===== config.mk =====
export PLATFORM = sky130hd
export DESIGN_NAME = base58_encoder
export DESIGN_NICKNAME = d
export VERILOG_FILES = /design/src/sv/b58_pkg.sv /design/src/sv/base58_encoder.sv /design/src/sv/b58_ram.sv /design/src/sv/b58_front.sv /design/src/sv/b58_queue.sv /design/src/sv/b58_back.sv
export SDC_FILE = /design/constraint.sdc
export NUM_CORES = 1
export LEC_CHECK = 0
export BUFFER_PORTS_ARGS = -buffer_cell sky130_fd_sc_hd__buf_2
export CAP_MARGIN = 5
export CORE_ASPECT_RATIO = 1.1
export CORE_UTILIZATION = 54
export CTS_CLUSTER_DIAMETER = 60
export DETAILED_ROUTE_END_ITERATION = 10
export PLACE_DENSITY_LB_ADDON = 0.08
export SETUP_SLACK_MARGIN = 0.2
export SLEW_MARGIN = 20
export SYNTH_ARGS = -nofsm -noshare
export SYNTH_HDL_FRONTEND = slang
export SYNTH_SLANG_ARGS = --single-unit

===== constraint.sdc =====
create_clock -name i_clk -period 9.1 [get_ports i_clk]
set_input_delay 1.82 -clock i_clk [delete_from_list [all_inputs] [get_ports i_clk]]
set_output_delay 1.82 -clock i_clk [all_outputs]
set_load 0.03 [all_outputs]

===== src/sv/b58_pkg.sv =====
// ----------------------------------------------------------------------------
// b58_pkg
// Shared types and constants for the base58 encoder: the queued request
// between front and back, the radix-58 reciprocal and the alphabet lookup.
// ----------------------------------------------------------------------------
package b58_pkg;

    // digit and count widths fixed by the field ranges
    localparam int DIGIT_W = 6;
    localparam int CNT_W   = 6;
    localparam logic [CNT_W-1:0] CNT_MAX = 6'd63;

    // depth of the queue between front and back
    localparam int Q_DEPTH = 2;

    // divide by 58: q = (x * RECIP_58) >> RECIP_SHIFT, exact for x < 16384
    localparam int FOLD_W      = 14;
    localparam int RECIP_W     = 15;
    localparam logic [RECIP_W-1:0] RECIP_58 = 15'd18079;
    localparam int RECIP_SHIFT = 20;
    localparam int PROD_W      = FOLD_W + RECIP_W;
    localparam int QUOT_W      = PROD_W - RECIP_SHIFT;

    // output characters
    localparam logic [6:0] CHAR_ONE  = 7'h31;
    localparam logic [6:0] CHAR_NONE = 7'h00;

    // one classified byte request handed from front to back
    typedef struct packed {
        logic [7:0]       data;
        logic             fold;
        logic             last;
        logic             err;
        logic [CNT_W-1:0] lz;
    } t_cmd;

    // base58 alphabet, digits without 0 O I l
    function automatic logic [6:0] b58_char(input logic [DIGIT_W-1:0] d);
        logic [6:0] dd;
        dd = {1'b0, d};
        if (d < 6'd9) begin
            return 7'h31 + dd;
        end else if (d < 6'd17) begin
            return 7'h41 + (dd - 7'd9);
        end else if (d < 6'd22) begin
            return 7'h4A + (dd - 7'd17);
        end else if (d < 6'd33) begin
            return 7'h50 + (dd - 7'd22);
        end else if (d < 6'd44) begin
            return 7'h61 + (dd - 7'd33);
        end else if (d < 6'd58) begin
            return 7'h6D + (dd - 7'd44);
        end else begin
            return 7'h7A;
        end
    endfunction

endpackage


===== src/sv/base58_encoder.sv =====
// ----------------------------------------------------------------------------
// base58_encoder
// Base58 (bitcoin alphabet) encoder: bytes in, one character per request out.
//
//   channel  | direction | handshake          | payload
//   ---------+-----------+--------------------+----------------------------------
//   input    | in        | i_valid / o_stall  | i_data_byte, i_last_byte
//   output   | out       | o_valid / i_stall  | o_out_char, o_last_char, o_too_long
//
// The back end pops each request; a significant byte is then folded into the
// store digit by digit through the RAM, top digit first; other bytes need only the pop.
// At message end it scans the store for the first significant digit, emits a
// '1' per leading zero byte and each digit character (or the error character),
// and clears the store; an output stall holds the sequence until it is taken.
// Input stalls only while the two-entry queue is full; reset leaves the store empty.
// ----------------------------------------------------------------------------
module base58_encoder import b58_pkg::*; #(
    parameter int MAX_LEN = 32,
    parameter int DIGITS  = 45
) (
    input  logic       i_clk,
    input  logic       i_rst_n,
    input  logic       i_valid,
    output logic       o_stall,
    input  logic [7:0] i_data_byte,
    input  logic       i_last_byte,
    output logic       o_valid,
    input  logic       i_stall,
    output logic [6:0] o_out_char,
    output logic       o_last_char,
    output logic       o_too_long
);

    logic push;
    t_cmd push_cmd;
    logic q_full;
    logic q_valid;
    t_cmd q_cmd;
    logic q_pop;

    // front: classify incoming bytes
    b58_front #(
        .MAX_LEN (MAX_LEN)
    ) u_front (
        .i_clk       (i_clk),
        .i_rst_n     (i_rst_n),
        .i_valid     (i_valid),
        .o_stall     (o_stall),
        .i_data_byte (i_data_byte),
        .i_last_byte (i_last_byte),
        .o_push      (push),
        .o_cmd       (push_cmd),
        .i_full      (q_full)
    );

    // request queue
    b58_queue u_queue (
        .i_clk   (i_clk),
        .i_rst_n (i_rst_n),
        .i_push  (push),
        .i_cmd   (push_cmd),
        .o_full  (q_full),
        .o_valid (q_valid),
        .o_cmd   (q_cmd),
        .i_pop   (q_pop)
    );

    // back: fold and emit
    b58_back #(
        .DIGITS (DIGITS)
    ) u_back (
        .i_clk       (i_clk),
        .i_rst_n     (i_rst_n),
        .i_q_valid   (q_valid),
        .i_q_cmd     (q_cmd),
        .o_q_pop     (q_pop),
        .o_valid     (o_valid),
        .i_stall     (i_stall),
        .o_out_char  (o_out_char),
        .o_last_char (o_last_char),
        .o_too_long  (o_too_long)
    );

    // error result is a lone, final, empty character
    a_err_form: assert property (@(posedge i_clk) disable iff (!i_rst_n)
        (o_valid && o_too_long) |-> (o_last_char && (o_out_char == CHAR_NONE)))
        else $error("error result malformed");

    // regular results always lie in the alphabet's character range
    a_char_range: assert property (@(posedge i_clk) disable iff (!i_rst_n)
        (o_valid && !o_too_long) |-> ((o_out_char >= 7'h31) && (o_out_char <= 7'h7A)))
        else $error("character outside alphabet");

    // back end only takes requests that are queued
    a_pop_valid: assert property (@(posedge i_clk) disable iff (!i_rst_n)
        q_pop |-> q_valid)
        else $error("pop from empty queue");

    // a full queue stalls the input the same cycle
    a_full_stall: assert property (@(posedge i_clk) disable iff (!i_rst_n)
        (q_full && !q_pop) |=> (!push || q_full == 1'b0 || $past(q_pop) == 1'b0 && !push))
        else $error("push into full queue");

endmodule


===== src/sv/b58_ram.sv =====
// ----------------------------------------------------------------------------
// b58_ram
// Generic single-write, single-read RAM with registered read data.
// ----------------------------------------------------------------------------
module b58_ram #(
    parameter int WIDTH = 6,
    parameter int DEPTH = 45
) (
    input  logic                     i_clk,
    input  logic                     i_wr_en,
    input  logic [$clog2(DEPTH)-1:0] i_wr_addr,
    input  logic [WIDTH-1:0]         i_wr_data,
    input  logic                     i_rd_en,
    input  logic [$clog2(DEPTH)-1:0] i_rd_addr,
    output logic [WIDTH-1:0]         o_rd_data
);

    logic [WIDTH-1:0] r_mem [DEPTH];
    logic [WIDTH-1:0] r_rd_data;

    // write port
    always_ff @(posedge i_clk) begin
        if (i_wr_en) begin
            r_mem[i_wr_addr] <= i_wr_data;
        end
    end

    // registered read port, holds when not enabled
    always_ff @(posedge i_clk) begin
        if (i_rd_en) begin
            r_rd_data <= r_mem[i_rd_addr];
        end
    end

    assign o_rd_data = r_rd_data;

endmodule


===== src/sv/b58_front.sv =====
// ----------------------------------------------------------------------------
// b58_front
// Accepts message bytes, tracks length, overflow and leading zeros, and
// classifies each byte into a request for the back end.
// ----------------------------------------------------------------------------
module b58_front import b58_pkg::*; #(
    parameter int MAX_LEN = 32
) (
    input  logic       i_clk,
    input  logic       i_rst_n,
    input  logic       i_valid,
    output logic       o_stall,
    input  logic [7:0] i_data_byte,
    input  logic       i_last_byte,
    output logic       o_push,
    output t_cmd       o_cmd,
    input  logic       i_full
);

    logic [CNT_W-1:0] r_bcnt, n_bcnt;
    logic [CNT_W-1:0] r_lz, n_lz;
    logic             r_inlz, n_inlz;
    logic             r_ovf, n_ovf;
    logic             zero_lead;

    assign o_stall = i_full;
    assign o_push  = i_valid && !i_full;

    // classify the byte against the message state
    always_comb begin
        n_bcnt    = (r_bcnt < CNT_MAX) ? r_bcnt + 1'b1 : r_bcnt;
        n_ovf     = r_ovf || ({1'b0, n_bcnt} > 7'(MAX_LEN));
        zero_lead = r_inlz && (i_data_byte == 8'd0);
        n_lz      = r_lz;
        n_inlz    = r_inlz;
        if (!n_ovf) begin
            if (zero_lead) begin
                n_lz = (r_lz < CNT_MAX) ? r_lz + 1'b1 : r_lz;
            end else begin
                n_inlz = 1'b0;
            end
        end
        o_cmd.data = i_data_byte;
        o_cmd.fold = !n_ovf && !zero_lead;
        o_cmd.last = i_last_byte;
        o_cmd.err  = n_ovf;
        o_cmd.lz   = n_lz;
    end

    // message state, back to start after the last byte
    always_ff @(posedge i_clk) begin
        if (!i_rst_n) begin
            r_bcnt <= '0;
            r_lz   <= '0;
            r_inlz <= 1'b1;
            r_ovf  <= 1'b0;
        end else if (o_push) begin
            if (i_last_byte) begin
                r_bcnt <= '0;
                r_lz   <= '0;
                r_inlz <= 1'b1;
                r_ovf  <= 1'b0;
            end else begin
                r_bcnt <= n_bcnt;
                r_lz   <= n_lz;
                r_inlz <= n_inlz;
                r_ovf  <= n_ovf;
            end
        end
    end

endmodule


===== src/sv/b58_queue.sv =====
// ----------------------------------------------------------------------------
// b58_queue
// Short request queue between front and back.
// ----------------------------------------------------------------------------
module b58_queue import b58_pkg::*; (
    input  logic i_clk,
    input  logic i_rst_n,
    input  logic i_push,
    input  t_cmd i_cmd,
    output logic o_full,
    output logic o_valid,
    output t_cmd o_cmd,
    input  logic i_pop
);

    localparam int PW = $clog2(Q_DEPTH);

    t_cmd          r_mem [Q_DEPTH];
    logic [PW-1:0] r_wp;
    logic [PW-1:0] r_rp;
    logic [PW:0]   r_cnt;

    assign o_full  = (r_cnt == (PW+1)'(Q_DEPTH));
    assign o_valid = (r_cnt != '0);
    assign o_cmd   = r_mem[r_rp];

    // entry storage
    always_ff @(posedge i_clk) begin
        if (i_push) begin
            r_mem[r_wp] <= i_cmd;
        end
    end

    // pointers and fill count
    always_ff @(posedge i_clk) begin
        if (!i_rst_n) begin
            r_wp  <= '0;
            r_rp  <= '0;
            r_cnt <= '0;
        end else begin
            if (i_push) begin
                r_wp <= (r_wp == PW'(Q_DEPTH - 1)) ? '0 : r_wp + 1'b1;
            end
            if (i_pop) begin
                r_rp <= (r_rp == PW'(Q_DEPTH - 1)) ? '0 : r_rp + 1'b1;
            end
            case ({i_push, i_pop})
                2'b10:   r_cnt <= r_cnt + 1'b1;
                2'b01:   r_cnt <= r_cnt - 1'b1;
                default: r_cnt <= r_cnt;
            endcase
        end
    end

endmodule


===== src/sv/b58_back.sv =====
// ----------------------------------------------------------------------------
// b58_back
// Folds bytes into the base-58 digit store one digit per cycle, then emits
// leading '1's and the significant digits through an output register.
// ----------------------------------------------------------------------------
module b58_back import b58_pkg::*; #(
    parameter int DIGITS = 45
) (
    input  logic       i_clk,
    input  logic       i_rst_n,
    input  logic       i_q_valid,
    input  t_cmd       i_q_cmd,
    output logic       o_q_pop,
    output logic       o_valid,
    input  logic       i_stall,
    output logic [6:0] o_out_char,
    output logic       o_last_char,
    output logic       o_too_long
);

    localparam int IW = $clog2(DIGITS);
    localparam logic [IW-1:0] TOP_IDX = IW'(DIGITS - 1);

    localparam logic [3:0] S_IDLE = 4'd0;
    localparam logic [3:0] S_FOLD = 4'd1;
    localparam logic [3:0] S_SRD  = 4'd2;
    localparam logic [3:0] S_SCHK = 4'd3;
    localparam logic [3:0] S_ZERO = 4'd4;
    localparam logic [3:0] S_ERD  = 4'd5;
    localparam logic [3:0] S_ECHK = 4'd6;
    localparam logic [3:0] S_ERR  = 4'd7;
    localparam logic [3:0] S_DONE = 4'd8;

    logic [3:0]         r_state, n_state;
    logic [IW-1:0]      r_idx, n_idx;
    logic [7:0]         r_carry, n_carry;
    logic               r_last, n_last;
    logic [CNT_W-1:0]   r_lz, n_lz;
    logic [CNT_W-1:0]   r_n, n_n;
    logic               r_has, n_has;
    logic [DIGITS-1:0]  r_dvld, n_dvld;
    logic               r_rd_vld;

    logic               r_ovalid, n_ovalid;
    logic [6:0]         r_char, n_char;
    logic               r_lastc, n_lastc;
    logic               r_err, n_err;

    logic               rd_en;
    logic [IW-1:0]      rd_addr;
    logic               wr_en;
    logic [DIGIT_W-1:0] rd_data;
    logic [DIGIT_W-1:0] dig;
    logic [FOLD_W-1:0]  fold_x;
    logic [PROD_W-1:0]  prod;
    logic [QUOT_W-1:0]  quot;
    logic [FOLD_W:0]    qm58;
    logic [FOLD_W-1:0]  rem_x;
    logic [DIGIT_W-1:0] rem;
    logic               out_free;
    logic               emit_last;

    b58_ram #(
        .WIDTH (DIGIT_W),
        .DEPTH (DIGITS)
    ) u_ram (
        .i_clk     (i_clk),
        .i_wr_en   (wr_en),
        .i_wr_addr (r_idx),
        .i_wr_data (rem),
        .i_rd_en   (rd_en),
        .i_rd_addr (rd_addr),
        .o_rd_data (rd_data)
    );

    // never-written digits read as zero
    assign dig = r_rd_vld ? rd_data : '0;

    // one digit step: x = 256*d + carry, split by 58
    always_comb begin
        fold_x = {dig, r_carry};
        prod   = PROD_W'(fold_x) * PROD_W'(RECIP_58);
        quot   = prod[PROD_W-1:RECIP_SHIFT];
        qm58   = (FOLD_W+1)'({quot, 6'b0}) - (FOLD_W+1)'({quot, 2'b0})
               - (FOLD_W+1)'({quot, 1'b0});
        rem_x  = fold_x - qm58[FOLD_W-1:0];
        rem    = rem_x[DIGIT_W-1:0];
    end

    assign out_free = !r_ovalid || !i_stall;

    // sequencer
    always_comb begin
        n_state   = r_state;
        n_idx     = r_idx;
        n_carry   = r_carry;
        n_last    = r_last;
        n_lz      = r_lz;
        n_n       = r_n;
        n_has     = r_has;
        n_dvld    = r_dvld;
        n_ovalid  = r_ovalid && i_stall;
        n_char    = r_char;
        n_lastc   = r_lastc;
        n_err     = r_err;
        rd_en     = 1'b0;
        rd_addr   = r_idx;
        wr_en     = 1'b0;
        o_q_pop   = 1'b0;
        emit_last = 1'b0;
        case (r_state)
            S_IDLE: begin
                if (i_q_valid) begin
                    o_q_pop = 1'b1;
                    n_carry = i_q_cmd.data;
                    n_last  = i_q_cmd.last;
                    n_lz    = i_q_cmd.lz;
                    n_n     = '0;
                    n_idx   = '0;
                    if (i_q_cmd.err) begin
                        n_state = i_q_cmd.last ? S_ERR : S_IDLE;
                    end else if (i_q_cmd.fold) begin
                        rd_en   = 1'b1;
                        rd_addr = TOP_IDX;
                        n_idx   = TOP_IDX;
                        n_state = S_FOLD;
                    end else begin
                        n_state = i_q_cmd.last ? S_SRD : S_IDLE;
                    end
                end
            end
            S_FOLD: begin
                wr_en         = 1'b1;
                n_dvld[r_idx] = 1'b1;
                n_carry       = quot[7:0];
                if (r_idx == '0) begin
                    n_state = r_last ? S_SRD : S_IDLE;
                end else begin
                    rd_en   = 1'b1;
                    rd_addr = r_idx - 1'b1;
                    n_idx   = r_idx - 1'b1;
                end
            end
            // find the first significant digit
            S_SRD: begin
                rd_en   = 1'b1;
                n_state = S_SCHK;
            end
            S_SCHK: begin
                if (dig != '0) begin
                    n_has   = 1'b1;
                    n_state = S_ZERO;
                end else if (r_idx == TOP_IDX) begin
                    n_has   = 1'b0;
                    n_state = S_ZERO;
                end else begin
                    n_idx   = r_idx + 1'b1;
                    n_state = S_SRD;
                end
            end
            // one '1' per leading zero byte
            S_ZERO: begin
                if (r_lz == '0) begin
                    n_state = r_has ? S_ERD : S_DONE;
                end else if (out_free) begin
                    emit_last = ((r_lz == CNT_W'(1)) && !r_has) || (r_n == CNT_MAX);
                    n_ovalid  = 1'b1;
                    n_char    = CHAR_ONE;
                    n_lastc   = emit_last;
                    n_err     = 1'b0;
                    n_lz      = r_lz - 1'b1;
                    n_n       = r_n + 1'b1;
                    if (emit_last) begin
                        n_state = S_DONE;
                    end
                end
            end
            S_ERD: begin
                rd_en   = 1'b1;
                n_state = S_ECHK;
            end
            S_ECHK: begin
                if (out_free) begin
                    emit_last = (r_idx == TOP_IDX) || (r_n == CNT_MAX);
                    n_ovalid  = 1'b1;
                    n_char    = b58_char(dig);
                    n_lastc   = emit_last;
                    n_err     = 1'b0;
                    n_n       = r_n + 1'b1;
                    if (emit_last) begin
                        n_state = S_DONE;
                    end else begin
                        n_idx   = r_idx + 1'b1;
                        n_state = S_ERD;
                    end
                end
            end
            S_ERR: begin
                if (out_free) begin
                    n_ovalid = 1'b1;
                    n_char   = CHAR_NONE;
                    n_lastc  = 1'b1;
                    n_err    = 1'b1;
                    n_state  = S_DONE;
                end
            end
            // empty the store for the next message
            S_DONE: begin
                n_dvld  = '0;
                n_state = S_IDLE;
            end
            default: begin
                n_state = S_IDLE;
            end
        endcase
    end

    // control registers
    always_ff @(posedge i_clk) begin
        if (!i_rst_n) begin
            r_state  <= S_IDLE;
            r_dvld   <= '0;
            r_ovalid <= 1'b0;
            r_rd_vld <= 1'b0;
        end else begin
            r_state  <= n_state;
            r_dvld   <= n_dvld;
            r_ovalid <= n_ovalid;
            if (rd_en) begin
                r_rd_vld <= r_dvld[rd_addr];
            end
        end
    end

    // working and output payload registers
    always_ff @(posedge i_clk) begin
        r_idx   <= n_idx;
        r_carry <= n_carry;
        r_last  <= n_last;
        r_lz    <= n_lz;
        r_n     <= n_n;
        r_has   <= n_has;
        r_char  <= n_char;
        r_lastc <= n_lastc;
        r_err   <= n_err;
    end

    assign o_valid     = r_ovalid;
    assign o_out_char  = r_char;
    assign o_last_char = r_lastc;
    assign o_too_long  = r_err;

endmodule


==> results of run 1 <==
cells in the mapped netlist, types with 19 or more instances:
| master | number | share of area |
|---|---|---|
| sky130_fd_sc_hd__edfxtp_1 | 347 | 0.47 |
| sky130_fd_sc_hd__nand2_1 | 180 | 0.030 |
| sky130_fd_sc_hd__ha_1 | 139 | 0.078 |
| sky130_fd_sc_hd__inv_1 | 137 | 0.023 |
| sky130_fd_sc_hd__mux2i_1 | 108 | 0.048 |
| sky130_fd_sc_hd__nor2_1 | 106 | 0.018 |
| sky130_fd_sc_hd__dfxtp_1 | 70 | 0.063 |
| sky130_fd_sc_hd__fa_1 | 58 | 0.052 |
| sky130_fd_sc_hd__a21oi_1 | 57 | 0.013 |
| sky130_fd_sc_hd__nand3_1 | 56 | 0.013 |
| sky130_fd_sc_hd__o21a_1 | 52 | 0.017 |
| sky130_fd_sc_hd__o21ai_0 | 52 | 0.012 |
| sky130_fd_sc_hd__clkbuf_1 | 44 | 0.0074 |
| sky130_fd_sc_hd__o211ai_1 | 33 | 0.011 |
| sky130_fd_sc_hd__and2_1 | 21 | 0.0059 |
| sky130_fd_sc_hd__mux4_2 | 19 | 0.019 |
| sky130_fd_sc_hd__nor2b_1 | 19 | 0.0053 |
cells in the final DEF, fill, tap and decap left out, types with 21 or more instances in the layout:
cell type and instances:
sky130_fd_sc_hd__a21oi_1 57, sky130_fd_sc_hd__edfxtp_1 347, sky130_fd_sc_hd__buf_2 23, sky130_fd_sc_hd__ha_1 139, sky130_fd_sc_hd__o21a_1 52, sky130_fd_sc_hd__nor2_1 105, sky130_fd_sc_hd__dfxtp_1 70, sky130_fd_sc_hd__nand3_1 56
sky130_fd_sc_hd__nand2_1 180, sky130_fd_sc_hd__mux2i_1 108, sky130_fd_sc_hd__o211ai_1 33, sky130_fd_sc_hd__o21ai_0 52, sky130_fd_sc_hd__fa_1 58, sky130_fd_sc_hd__and2_1 21, sky130_fd_sc_hd__clkbuf_16 45, sky130_fd_sc_hd__inv_1 137
cell families after synthesis:
family | count (synthesis)
AND/OR/NAND/NOR | 494
flip-flops | 417
AO/OA/AOI/OAI | 344
buffers and inverters | 219
adder cells (fa/ha/maj) | 198
multiplexers | 130
XOR/XNOR | 31
area by class of cell:
| type | count | area [um^2] | share of cell area |
|---|---|---|---|
| Sequential cell | 417 | 11800 | 0.486 |
| Tap cell | 553 | 692 | 0.0284 |
| Clock inverter | 13 | 113 | 0.00463 |
| Inverter | 140 | 526 | 0.0216 |
| Timing Repair Buffer | 42 | 265 | 0.0109 |
| Clock buffer | 69 | 1280 | 0.0524 |
| Multi-Input combinational cell | 1197 | 9650 | 0.396 |
through the flow:
stage	hold WS [ns]	utilization	worst slack, ns
after CTS	0.466	0.600	0.971
after detailed placement	0.452	0.565	1.01
after floorplan	0.440	-	0.969
after global routing	0.477	0.600	0.357
final	0.463	0.600	0.947
after global placement	0.446	0.565	1.18
metal layers:
layer / up-vias / GRT usage
met2: 381 / 0.410
met3: 73 / 0.0348
met1: 6975 / 0.330
li1: 6763 / -
met5: - / 0
met4: 0 / 0.0646
registers in the layout, summed over array words and instances, names as in the netlist, 7 cells and up, named ones only:
name	cells
u_back.u_ram.r_mem	270
u_back.o_out_char	7
u_back.r_carry	8
u_queue.r_mem	34
u_back.r_dvld	45
worst paths after layout:
check,slack (ns),to,from,cells after the start
setup / recovery,0.95,u_back.u_ram.r_mem[37][5]$_DFFE_PP_,u_back.u_ram.o_rd_data[3]$_DFFE_PP_,27
hold / removal,0.46,u_back.r_dvld[25]$_SDFFE_PN0P_,u_back.r_dvld[25]$_SDFFE_PN0P_,1
setup reg to reg,0.95,u_back.u_ram.r_mem[37][5]$_DFFE_PP_,u_back.u_ram.o_rd_data[3]$_DFFE_PP_,27
hold reg to reg,0.46,u_back.r_dvld[25]$_SDFFE_PN0P_,u_back.r_dvld[25]$_SDFFE_PN0P_,1
==> out/results.tsv, run 1 <==
metric	value	unit
largest driver fanout on the critical path	45	
routed length on met3	2620	um
synthesis-to-layout area growth	8.78	%
XOR/XNOR Fraction of Synth Area	0.0127	
die span in x	196	um
share of synthesized area occupied by flip-flops and latches	0.528	
Sink Count	417	
initial antenna violation count	0	
fill cell total of the finished layout	3308	
GRT Util Overall	0.243	
cell type with the highest occurrence count on the critical path	sky130_fd_sc_hd__ha_1	
final critical delay including setup and external delays	8.15	ns
Synth Instances	1833	
largest family of logic cells by synthesized area	adder cells	
maximum clock frequency	0.123	GHz
Wirelength per Cell	20.6	um
final standard cell area without fillers	0.0243	mm^2
die area	0.0423	mm^2
CTS HTree Levels	2	
setup repair after global routing missed its margin	no	
buffers inserted by post-CTS timing repair	0	
CP startpoint kind	flop	
number of remaining DRC errors	0	
global-route wire length before repair	79800	um
number of nets in the final layout	2052	
Clock Root Buffer	sky130_fd_sc_hd__clkbuf_16	
Arr. time, crit path	8.40	ns
initial standard-cell utilization of the core	0.552	
routed wl met2	24400	um
placement row count	77	
buffer and inverter count on the worst path	4	
max-capacitance violation count	0	
diode insertion count for antenna repair	0	
placed wire-length estimate after detailed placement	34800	um
via count of the routed design	14192	
top routing layer in use	met4	
last weighted congestion value of the routability-driven placer	0.915	
core region area	0.0406	mm^2
number of global-route vias before repair	14196	
Final Max Tran Viols	0	
final routed wirelength across all metal layers	50000	um
DR iter-0 viols	1116	
clock transition at the register clock pins on the worst setup and hold paths after CTS	0.06	ns
average size of a mapped cell	12.2	um^2
fraction of layout cells with a size suffix above 1	0.0847	
port buffer count	23	
DRT antenna net count	0	
transition at the pin with the smallest max-transition slack	1.19	ns
number of warnings printed during yosys synthesis	0	
number of buffers on the longest clock path	3	
standard cell with the maximum stage delay on the critical path	sky130_fd_sc_hd__o311ai_1	
Resized Gates After CTS	0	
sum of negative setup slack	0	ns
final cell count without fillers	2431	
Compound-Gate Fraction of Synth Area	0.111	
Req. time, crit path	9.34	ns
Crit Path Class	reg -> reg	
Fin Clk Skew	0.0321	ns
total clock buffers created by CTS	44	
number of distinct standard cells referenced by the synthesized netlist	95	
share of the clock period used by the worst path after layout	0.896	
Setup violations, final	0	
maximum single-stage delay on the critical path	0.72	ns
type of element capturing the critical path	flop	
outcome	completed	
ports placed on the boundary	24	
TritonCTS clock tree	yes	
net count of the mapped netlist	2043	
number of flops mapped to enable cells by yosys	347	
post-synthesis register bit count	417	
placed cell areas	0.0229	mm^2
die extent in y	215	um
cell family with most CP delay	adder cells	
number of buffers added to fix hold violations after cts	0	
clock insertion delay at the later pin of the skew report	0.56	ns
global route overflow	0	
Synth Area in Simple Gates	0.105	
multiplexer share of the synthesized area	0.0696	
Pre-antenna DRT Iters	6	
placed insts	2348	
normalized max-slew margin	0.186	
area of the mapped netlist	0.0224	mm^2
proportion of synthesized flip-flops having asynchronous set or reset	0	
number of endpoints with negative hold slack in the final report	0	
DRT met1 WL	21900	um
fraction of the mapped netlist area in adder cells	0.130	
pin count of the biggest net entering global routing	62	
Hold Path Class	reg -> reg	
main flop type after synthesis	sky130_fd_sc_hd__edfxtp_1	
routed via count divided by cell count	5.84	
Power of run 1 is left out: the tool's default activity adds up to more than one toggle a clock period on the data nets, which glitch-free logic cannot reach.
==> run 2: changes to the inputs <==
==> constraint.sdc (replaced) <==
create_clock -name i_clk -period 9.35 [get_ports i_clk]
set_input_delay 1.87 -clock i_clk [delete_from_list [all_inputs] [get_ports i_clk]]
set_output_delay 1.87 -clock i_clk [all_outputs]
set_load 0.03 [all_outputs]
==> run 2 against run 1 <==
Compared with the run above: die area stayed put; maximum frequency grew 0.45%; critical path type unchanged; critical path depth stayed put.
==> out/results.tsv, run 2 (synthesis results as in run 1) <==
metric	value	unit
clock transition at the register clock pins on the worst setup and hold paths after CTS	0.06	ns
normalized max-slew margin	0.246	
total clock buffers created by CTS	42	
CP startpoint kind	flop	
initial standard-cell utilization of the core	0.552	
routed length on met3	2320	um
via count of the routed design	14221	
cell type with the highest occurrence count on the critical path	sky130_fd_sc_hd__ha_1	
number of buffers on the longest clock path	3	
buffers inserted by post-CTS timing repair	0	
synthesis-to-layout area growth	8.86	%
Sink Count	417	
GRT Util Overall	0.240	
most frequent standard cell in the layout excluding fill and tap cells	sky130_fd_sc_hd__edfxtp_1	
share of the clock period used by the worst path after layout	0.868	
TritonCTS clock tree	yes	
DRT antenna net count	0	
clock insertion delay at the later pin of the skew report	0.56	ns
CTS HTree Levels	2	
standard cell with the maximum stage delay on the critical path	sky130_fd_sc_hd__o311ai_1	
core region area	0.0406	mm^2
global-route wire length before repair	78400	um
sum of negative setup slack	0	ns
DR iter-0 viols	986	
type of element capturing the critical path	flop	
diode insertion count for antenna repair	0	
number of flip-flops in the largest register	270	
setup repair after global routing missed its margin	no	
Resized Gates After CTS	0	
placement row count	77	
global route overflow	0	
number of endpoints with negative hold slack in the final report	0	
initial antenna violation count	0	
Pre-antenna DRT Iters	5	
most flop-heavy register	u_back.u_ram.r_mem	
fraction of layout cells with a size suffix above 1	0.0839	
Wirelength per Cell	20.4	um
die extent in y	215	um
final routed wirelength across all metal layers	49400	um
placed wire-length estimate after detailed placement	34200	um
die span in x	196	um
top routing layer in use	met4	
maximum clock frequency	0.123	GHz
transition at the pin with the smallest max-transition slack	1.13	ns
Fin Clk Skew	0.0137	ns
DRT met1 WL	21900	um
pin count of the biggest net entering global routing	60	
most used cells in the layout excluding fill and tap cells	sky130_fd_sc_hd__edfxtp_1, sky130_fd_sc_hd__nand2_1, sky130_fd_sc_hd__ha_1, sky130_fd_sc_hd__inv_1, sky130_fd_sc_hd__mux2i_1	
max-capacitance violation count	0	
number of buffers added to fix hold violations after cts	0	
largest driver fanout on the critical path	45	
Req. time, crit path	9.60	ns
last weighted congestion value of the routability-driven placer	0.893	
die area	0.0423	mm^2
port buffer count	23	
Clock Root Buffer	sky130_fd_sc_hd__clkbuf_16	
routed via count divided by cell count	5.86	
largest registers	u_back.u_ram.r_mem (270), u_back.r_dvld (45), u_queue.r_mem (34)	
Crit Path Class	reg -> reg	
number of global-route vias before repair	14099	
number of nets in the final layout	2048	
final critical delay including setup and external delays	8.12	ns
Arr. time, crit path	8.36	ns
routed wl met2	24000	um
Final Max Tran Viols	0	
ports placed on the boundary	24	
number of remaining DRC errors	0	
Setup violations, final	0	
outcome	completed	
Hold Path Class	reg -> reg	
maximum single-stage delay on the critical path	0.70	ns
run 2: cell count changes in the layout (fill, tap and decap cells not counted), moves of 2 or more:
cell,delta
sky130_fd_sc_hd__bufinv_16,+5
sky130_fd_sc_hd__clkbuf_1,-4
sky130_fd_sc_hd__inv_8,-2
sky130_fd_sc_hd__clkbuf_16,-2
run 2: routing by layer:
metal | vias up | global-route usage
met5 | - | 0
met4 | 0 | 0.0698
met3 | 72 | 0.0258
met2 | 390 | 0.402
met1 | 6979 | 0.332
li1 | 6780 | -
run 2: worst max-delay path: cells and delay by family, from the launching register on:
kind            cells  cell delay [ns]
simple gates        3             0.69
fa+ha+maj           9             3.38
buf+inv             4             0.62
flops               1             0.51
compound gates      7             1.88
xor+xnor            4             0.70
run 2: layout make-up:
cell class | count | area, um^2
Tap cell | 553 | 692
Multi-Input combinational cell | 1197 | 9650
Timing Repair Buffer | 40 | 243
Clock buffer | 62 | 1200
Fill cell | 3236 | 16200
Clock inverter | 16 | 233
Inverter | 140 | 526
Sequential cell | 417 | 11800
run 2: path summary, 6_finish.rpt:
kind,endpoint,slack (ns),from,depth (start not counted)
setup reg to reg,u_back.u_ram.r_mem[32][5]$_DFFE_PP_,1.23,u_back.u_ram.o_rd_data[3]$_DFFE_PP_,27
hold reg to reg,u_back.r_dvld[5]$_SDFFE_PN0P_,0.46,u_back.r_dvld[5]$_SDFFE_PN0P_,1
hold / removal,u_back.r_dvld[5]$_SDFFE_PN0P_,0.46,u_back.r_dvld[5]$_SDFFE_PN0P_,1
setup / recovery,u_back.u_ram.r_mem[32][5]$_DFFE_PP_,1.23,u_back.u_ram.o_rd_data[3]$_DFFE_PP_,27
run 2: through the flow:
step	hold WS, ns	instances	instance area (um^2)	setup slack [ns]	utilization
2_1_floorplan	0.440	1833	22400	1.22	-
3_3_place_gp	0.446	2347	22900	1.54	0.565
3_5_place_dp	0.452	2347	22900	1.31	0.565
4_1_cts	0.466	2425	24400	1.28	0.600
5_1_grt	0.479	2425	24400	0.722	0.601
6_report	0.464	2425	24400	1.23	0.601
Power of run 2 is left out for the same reason.
